$ cat src/rtl/cobsfd_pkg.sv
// Shared types and constants for the COBS frame decoder.
// No dependencies; used by cobs_frame_decoder.
package cobsfd_pkg;

  localparam int BYTE_W = 8;

  // Bit positions of the flags carried in the result tuser.
  localparam int USER_HAS_DATA    = 0;
  localparam int USER_FRAME_ERROR = 1;
  localparam int USER_W           = 2;

  // One decoded result as held in the output register.
  typedef struct packed {
    logic              frame_error;
    logic              frame_end;
    logic              has_data;
    logic [BYTE_W-1:0] out_byte;
  } result_t;

endpackage

$ cat src/rtl/cobs_frame_decoder.sv
// COBS frame decoder: splits a byte stream at zero bytes and undoes the
// consistent overhead byte stuffing. Depends on cobsfd_pkg.
//
// Channel  Dir  Handshake                 Payload
// s_*      in   s_tvalid / s_tready       s_tdata = rx_byte
// m_*      out  m_tvalid / m_tready       m_tdata = out_byte, m_tlast = frame_end,
//                                         m_tuser = {frame_error, has_data}
//
// One byte is taken per cycle while the output is not stalled. A byte is
// captured in an input register; when the decode step runs, the decode state
// is updated and any result is written to the output register, from which it
// is offered on m_*. The decode state update is a single countdown/phase step,
// which sets the rate of one byte per clock while the output is not stalled.
// Reset is synchronous and active high; it puts the decoder at frame start.
// When the output register holds a result that is not taken, the decode step
// and then the input register stall; s_tready falls only when both are full.
module cobs_frame_decoder #(
  parameter int DROP_SPAN = 255
) (
  input  logic                         clk,
  input  logic                         rst,
  input  logic                         s_tvalid,
  output logic                         s_tready,
  input  logic [cobsfd_pkg::BYTE_W-1:0] s_tdata,   // [7:0] rx_byte
  output logic                         m_tvalid,
  input  logic                         m_tready,
  output logic [cobsfd_pkg::BYTE_W-1:0] m_tdata,   // [7:0] out_byte
  output logic                         m_tlast,   // frame_end
  output logic [cobsfd_pkg::USER_W-1:0] m_tuser    // [0] has_data, [1] frame_error
);

  // Phase counter counts modulo DROP_SPAN.
  localparam int PW = (DROP_SPAN > 2) ? $clog2(DROP_SPAN) : 1;
  localparam logic [PW-1:0] PHASE_LAST = PW'(DROP_SPAN - 1);

  localparam int BW = cobsfd_pkg::BYTE_W;

  // Input register.
  logic          in_valid;
  logic [BW-1:0] in_byte;

  // Decode state.
  logic          at_frame_start, at_frame_start_next;
  logic [BW-1:0] code_countdown, code_countdown_next;
  logic [PW-1:0] position_phase, position_phase_next;
  logic [BW-1:0] held_byte, held_byte_next;
  logic          held_valid, held_valid_next;
  logic          chain_broken, chain_broken_next;

  // Output register.
  logic                result_valid, result_valid_next;
  cobsfd_pkg::result_t result, result_next;

  logic          advance;
  logic [BW-1:0] dec_byte;

  // The decode step runs when the output register is free or being emptied.
  assign advance  = !result_valid || m_tready;
  assign s_tready = !in_valid || advance;

  always_comb begin
    at_frame_start_next = at_frame_start;
    code_countdown_next = code_countdown;
    position_phase_next = position_phase;
    held_byte_next      = held_byte;
    held_valid_next     = held_valid;
    chain_broken_next   = chain_broken;
    result_valid_next   = 1'b0;
    result_next         = '0;
    dec_byte            = in_byte;

    if (in_byte == '0) begin
      // Delimiter: flush the held byte (if any) with the end mark. The chain
      // must land exactly here unless the frame was empty.
      result_valid_next       = 1'b1;
      result_next.has_data    = held_valid;
      result_next.out_byte    = held_valid ? held_byte : '0;
      result_next.frame_end   = 1'b1;
      result_next.frame_error = !at_frame_start &&
                                ((code_countdown != BW'(1)) || chain_broken);
      at_frame_start_next     = 1'b1;
      code_countdown_next     = '0;
      position_phase_next     = '0;
      held_byte_next          = '0;
      held_valid_next         = 1'b0;
      chain_broken_next       = 1'b0;
    end else if (at_frame_start) begin
      // Leading code byte: load the distance to the first code position.
      at_frame_start_next = 1'b0;
      code_countdown_next = in_byte;
      position_phase_next = '0;
    end else begin
      if (code_countdown == BW'(1)) begin
        // Code position decodes to zero and reloads the countdown.
        dec_byte            = '0;
        code_countdown_next = in_byte;
      end else if (code_countdown == '0) begin
        chain_broken_next = 1'b1;
      end else begin
        code_countdown_next = code_countdown - BW'(1);
      end

      // Phase zero marks a stuffed position, which is dropped silently.
      if (position_phase != '0) begin
        if (held_valid) begin
          result_valid_next    = 1'b1;
          result_next.has_data = 1'b1;
          result_next.out_byte = held_byte;
        end
        held_byte_next  = dec_byte;
        held_valid_next = 1'b1;
      end

      position_phase_next = (position_phase == PHASE_LAST) ? '0
                                                           : position_phase + PW'(1);
    end
  end

  always_ff @(posedge clk) begin
    if (rst) begin
      in_valid <= 1'b0;
    end else if (s_tready) begin
      in_valid <= s_tvalid;
    end
  end

  always_ff @(posedge clk) begin
    if (s_tready && s_tvalid) begin
      in_byte <= s_tdata;
    end
  end

  always_ff @(posedge clk) begin
    if (rst) begin
      at_frame_start <= 1'b1;
      code_countdown <= '0;
      position_phase <= '0;
      held_valid     <= 1'b0;
      chain_broken   <= 1'b0;
      result_valid   <= 1'b0;
    end else if (advance) begin
      result_valid <= in_valid && result_valid_next;
      if (in_valid) begin
        at_frame_start <= at_frame_start_next;
        code_countdown <= code_countdown_next;
        position_phase <= position_phase_next;
        held_valid     <= held_valid_next;
        chain_broken   <= chain_broken_next;
      end
    end
  end

  always_ff @(posedge clk) begin
    if (advance && in_valid) begin
      held_byte <= held_byte_next;
      result    <= result_next;
    end
  end

  assign m_tvalid = result_valid;
  assign m_tdata  = result.out_byte;
  assign m_tlast  = result.frame_end;
  assign m_tuser[cobsfd_pkg::USER_HAS_DATA]    = result.has_data;
  assign m_tuser[cobsfd_pkg::USER_FRAME_ERROR] = result.frame_error;

  // A result without data can only be the end-of-frame transfer.
  a_nodata_is_end: assert property (@(posedge clk) disable iff (rst)
    m_tvalid && !m_tuser[cobsfd_pkg::USER_HAS_DATA] |-> m_tlast)
    else $error("result without data is not marked as frame end");

  // An error flag only rides on the end-of-frame transfer.
  a_error_at_end: assert property (@(posedge clk) disable iff (rst)
    m_tvalid && m_tuser[cobsfd_pkg::USER_FRAME_ERROR] |-> m_tlast)
    else $error("frame error raised before the frame end");

  // Nothing is held while waiting for a leading code byte.
  a_start_empty: assert property (@(posedge clk) disable iff (rst)
    at_frame_start |-> !held_valid && !chain_broken)
    else $error("held state left over at frame start");

  // A processed delimiter returns the decoder to frame start.
  a_delim_restart: assert property (@(posedge clk) disable iff (rst)
    advance && in_valid && (in_byte == '0) |=> at_frame_start)
    else $error("decoder not at frame start after a delimiter");

endmodule

$ cat config.mk
export PLATFORM = sky130hd
export DESIGN_NAME = cobs_frame_decoder
export DESIGN_NICKNAME = d
export VERILOG_FILES = /design/src/rtl/cobsfd_pkg.sv /design/src/rtl/cobs_frame_decoder.sv
export SDC_FILE = /design/constraint.sdc
export NUM_CORES = 1
export LEC_CHECK = 0
export BUFFER_PORTS_ARGS = -buffer_cell sky130_fd_sc_hd__clkbuf_2
export CORE_MARGIN = 4
export CORE_UTILIZATION = 45
export CTS_CLUSTER_DIAMETER = 50
export CTS_CLUSTER_SIZE = 40
export DETAILED_ROUTE_END_ITERATION = 16
export PLACE_DENSITY = 0.76
export RECOVER_POWER = 100
export SLEW_MARGIN = 20
export SYNTH_ARGS = -nofsm -noshare
export SYNTH_HDL_FRONTEND = slang
export SYNTH_SLANG_ARGS = --single-unit
$ cat constraint.sdc
create_clock -name clk -period 2 [get_ports clk]
set_clock_uncertainty 0.15 [all_clocks]
set_input_delay 0.4 -clock clk [delete_from_list [all_inputs] [get_ports clk]]
set_output_delay 0.4 -clock clk [all_outputs]
set_load 0.01 [all_outputs]
# Word-level counts from Yosys, hierarchy flattened
# Index checks and enable logic that the tools add are counted.
# word_totals
register_bits	48
inputBits	12
# classes
n_addsub	2
n_eq_ne	6
muxes	28
n_reduce_logical	20
# op_table
operator	n
8-bit two-way mux	11
9-bit two-way mux	4
8-bit logical NOT	2
1-bit two-way mux	13
8-bit by 1-bit adder with 8-bit output (second input constant)	1
8-bit by 1-bit == test with 1-bit output (second input constant)	1
8-bit == test (second input constant)	1
8-bit by 1-bit inequality test with 1-bit output (second input constant)	1
8-bit nonzero test	1
8-bit by 1-bit subtractor with 8-bit output (second input constant)	1
3-bit AND reduction	2
5-bit AND reduction	1
1-bit logical AND	4
4-bit inequality test (second input constant)	1
4-bit AND reduction	1
2-bit nonzero test	2
1-bit logical NOT	3
1-bit logical OR	3
2-bit by 1-bit inequality test with 1-bit output (second input constant)	1
2-bit inequality test (second input constant)	1
2-bit AND reduction	1

# Depth between registers and ports, before layout
# logic_depth
depth_word	5
depth_mapped	8
mapped_depth_nobuf	7

# Worst setup path after synthesis
# Ideal clock, no wire load.
# synth_timing
path_type	flip-flop to flip-flop
start	register code_countdown[1]
end	register held_byte[0] (data pin)
arrival_time_ps	1691
t_required_ps	1595
path_slack_ps	-95
stages_incl_launch_ff	7
n_path_buf	1
path_cell_list	dfxtp_1 inv_1 ha_1 or3b_2 or2_2 clkbuf_1 and2_1
# synth_via
elab_chain_cells	4
# synth_rtl
element	line_no	rtl
start: declaration	cobs_frame_decoder.sv:44	logic [BW-1:0] code_countdown, code_countdown_next;
start signal: assignment	cobs_frame_decoder.sv:145	code_countdown <= code_countdown_next;
8-bit by 1-bit == test with 1-bit output	cobs_frame_decoder.sv:93	if (code_countdown == BW'(1)) begin
8-bit two-way mux	cobs_frame_decoder.sv:93	
8-bit two-way mux	cobs_frame_decoder.sv:104	if (position_phase != '0) begin
8-bit two-way mux	cobs_frame_decoder.sv:87	end else if (at_frame_start) begin
end signal: assignment	cobs_frame_decoder.sv:155	held_byte <= held_byte_next;
end: declaration	cobs_frame_decoder.sv:46	logic [BW-1:0] held_byte, held_byte_next;
# Every way passes these cells. The select of a mux whose other input is x is not followed.
# A chain may end at the register's enable or synchronous reset.

# Worst setup path after layout
# layout_timing
start	register code_countdown[0]
end	register code_countdown[7]
# layout_via
elab_chain_cells	5
# layout_rtl
element	line_no	rtl
8-bit by 1-bit subtractor with 8-bit output	cobs_frame_decoder.sv:100	code_countdown_next = code_countdown - BW'(1);
8-bit two-way mux	cobs_frame_decoder.sv:97	end else if (code_countdown == '0) begin
8-bit two-way mux	cobs_frame_decoder.sv:93	
8-bit two-way mux	cobs_frame_decoder.sv:87	
8-bit two-way mux	cobs_frame_decoder.sv:72	if (in_byte == '0) begin
# Several ways; a longest one is shown, not always the timed one. The select of a mux whose other input is x is not followed.

==> summary.md <==
| Metric | Value |
|---|---|
| Setup TNS | -0.00510 ns |
| Htree depth | 2 |
| Clk slew on worst S/H paths | 0.09 ns |
| Crit path capture type | flop |
| Syn_area_per_cell | 11.0 sq um |
| GRT Total Usage | 14.4% |
| # clock sinks | 48 |
| Critical path arrival | 2.10 ns |
| Failing checks | negative setup slack |
| Yosys reg bits | 48 |
| Sequential fraction of the synthesis area | 56.2% |
| Post-CTS Repair Setup Buffers | 0 |
| Synth area leaders | edfxtp_1, dfxtp_1, and2_1 |
| CTS max path bufs | 2 |
| Number of flops mapped to enable cells by yosys | 27 |
| CP cell instances | ha_4, nor4_2, and4b_4, or4_4, o32a_1, o22ai_2 |
| Total number of yosys warnings | 0 |
| Post-synth top flop | edfxtp_1 |
| Area growth, synth to finish | 22.5% |
| Min Tclk post-route | 2.01 ns |
| Final period utilization | 100% |
| Worst setup SP type | flop |
| Unrepaired setup endpoints after global routing | yes |
| Place WS | -0.00501 ns |
| Final nets | 263 |
| Core Rows | 25 |
| Crit Path Max Fanout | 6 |
| Commonest cells in the netlist | edfxtp_1, dfxtp_1, and2_1 |
| Antenna diodes | 0 |
| Ys async rst share | 0% |
| Worst path slowest cell | or4_4 |
| Worst skew pair latency | 0.31 ns |
| CTS tree | done |
| Drt drc | 0 |
| Synth cell types | 49 |
| Finished Cell Area | 2680 sq um |
| Slew Limit Headroom | 75.4% |
| Initial antenna violation count | 0 |
| I/O Buffers | 24 |
| Hold Path Class | in2reg |
| Static leakage | 0.975 nW |
| Pwr dens | 777 nW/um^2 |
| Crit path kind | reg2reg |
| VDD IR max | 0.527 mV |
| Final Hold Fails | 0 |
| Die Height | 77.8 microns |
| Root buf cell | clkbuf_8 |
| Synth top area share | 37.0% |
| Final setup violation count | 1 |
| Syn Inst Count | 199 |
| Status | complete, but fails checks |
| Max cap viols | 0 |
| Overflow after GRT | 0 |
| Initial DRC Count | 72 |
| Layout cell share with drive strength beyond 1 | 26.0% |
| WP data required | 2.09 ns |
| Io pins | 25 |
| Dpl cell area | 2540 sq um |
| Final worst slack | -0.00510 ns |
| Cell area after synthesis | 2190 sq um |
| Initial Utilization | 46.4% |
| Most common cell in the synthesized netlist | edfxtp_1 |
| Syn Nets | 217 |
| TritonCTS buffer count | 5 |
| Die width | 77.8 microns |
| First-pass GRT wire length | 6870 microns |
| Max incr delay on CP | 0.44 ns |
| Vias in the first global route | 1496 |
| DR WL/cell | 13.5 microns |
| Largest area contributor in the netlist | edfxtp_1 |
| FMAX | 499 MHz |
| Core area | 4720 sq um |
| Max Transition Viols Final | 0 |
| DRT Wirelength | 4240 microns |
| Vias per cell | 5.27 |
| Via count | 1648 |
| Detail Route Antenna Nets | 0 |
| DIE AREA | 6050 sq um |
| TritonRoute pass-1 iters | 4 |
| Fin util | 56.8% |
| Post-DP HPWL | 3050 microns |
| Largest net degree at the start of global routing | 17 |
| Final RePlAce weighted congestion | 0.944 |
| Slew @ Worst Pin | 0.366 ns |
kinds of logic after synthesis:
family | count (synthesis) | share of synthesized area (%)
adder cells (fa/ha/maj) | 6 | 3.43
AO/OA/AOI/OAI | 41 | 13.2
buffers and inverters | 16 | 3.31
multiplexers | 2 | 0.971
XOR/XNOR | 4 | 1.60
AND/OR/NAND/NOR | 82 | 21.3
flip-flops | 48 | 56.2
flip-flops by register name, indices dropped and copies added (netlist names):
| name | cells |
|---|---|
| at_frame_start | 1 |
| chain_broken | 1 |
| code_countdown | 8 |
| held_byte | 8 |
| held_valid | 1 |
| in_byte | 8 |
| in_valid | 1 |
| m_tdata | 8 |
| m_tlast | 1 |
| m_tuser | 2 |
| m_tvalid | 1 |
| position_phase | 8 |
worst paths after layout:
kind	to	slack, ns	startpoint	cells past startpoint
min	in_byte[0]	0.11	s_tdata[0]	1
max reg2reg	code_countdown[7]	-0.005	code_countdown[0]	6
min reg2reg	code_countdown[0]	0.37	code_countdown[0]	1
max	code_countdown[7]	-0.005	code_countdown[0]	6
cells in the final DEF (no fill, tap or decap), types with 5 or more instances in the layout:
cell,instances
clkbuf_2,13
nor2_1,12
and2_1,17
inv_1,5
nor3_1,6
clkbuf_1,12
nand3_1,8
buf_4,22
edfxtp_1,27
dfxtp_1,19
nand2_1,14
clkbuf_8,5
a21oi_1,16
critical path: cells and delay by family (launching register included):
family	cells	cell delay, ns
simple gates	3	0.72
fa+ha+maj	1	0.15
compound gates	2	0.52
flops	1	0.40
timing repair:
item | CTS | global route
resized for setup | 1 | 8
endpoints found under the setup margin | 1 | 16
pin swaps | 0 | 1
hold endpoints to repair | 0 | 0
hold buffers | 0 | 0
per-stage QoR:
stage | instances | power [mW] | hold WS (ns)
global placement | 305 | 1.37 | 0.339
finish | 313 | 2.09 | 0.109
floorplan | 199 | 1.29 | 0.309
CTS | 313 | 2.09 | 0.105
detailed placement | 305 | 1.38 | 0.341
global route | 313 | 2.17 | 0.102
metal layers:
layer / global-route usage (%) / vias up / wire length, microns
li1: - / 821 / -
met1: 19.8 / 754 / 1910
met2: 21.6 / 64 / 1900
met3: 3.60 / 9 / 333
met4: 6.05 / 0 / 101
met5: 0 / - / 0
layout make-up:
class / instances / area (sq um)
inverters: 8 / 35.0
clock buffers: 5 / 68.8
clock inverters: 3 / 46.3
flip-flops and latches: 48 / 1240
multi-input cells: 135 / 937
well taps: 67 / 83.8
fillers: 398 / 2040
repair buffers: 47 / 275
where the power goes:
| part | switching (mW) | internal, mW |
|---|---|---|
| Clock | 0.337 | 0.377 |
| Combinational | 0.136 | 0.125 |
| Sequential | 0.0316 | 1.08 |
Note: power is estimated with default switching activity, not from simulation.
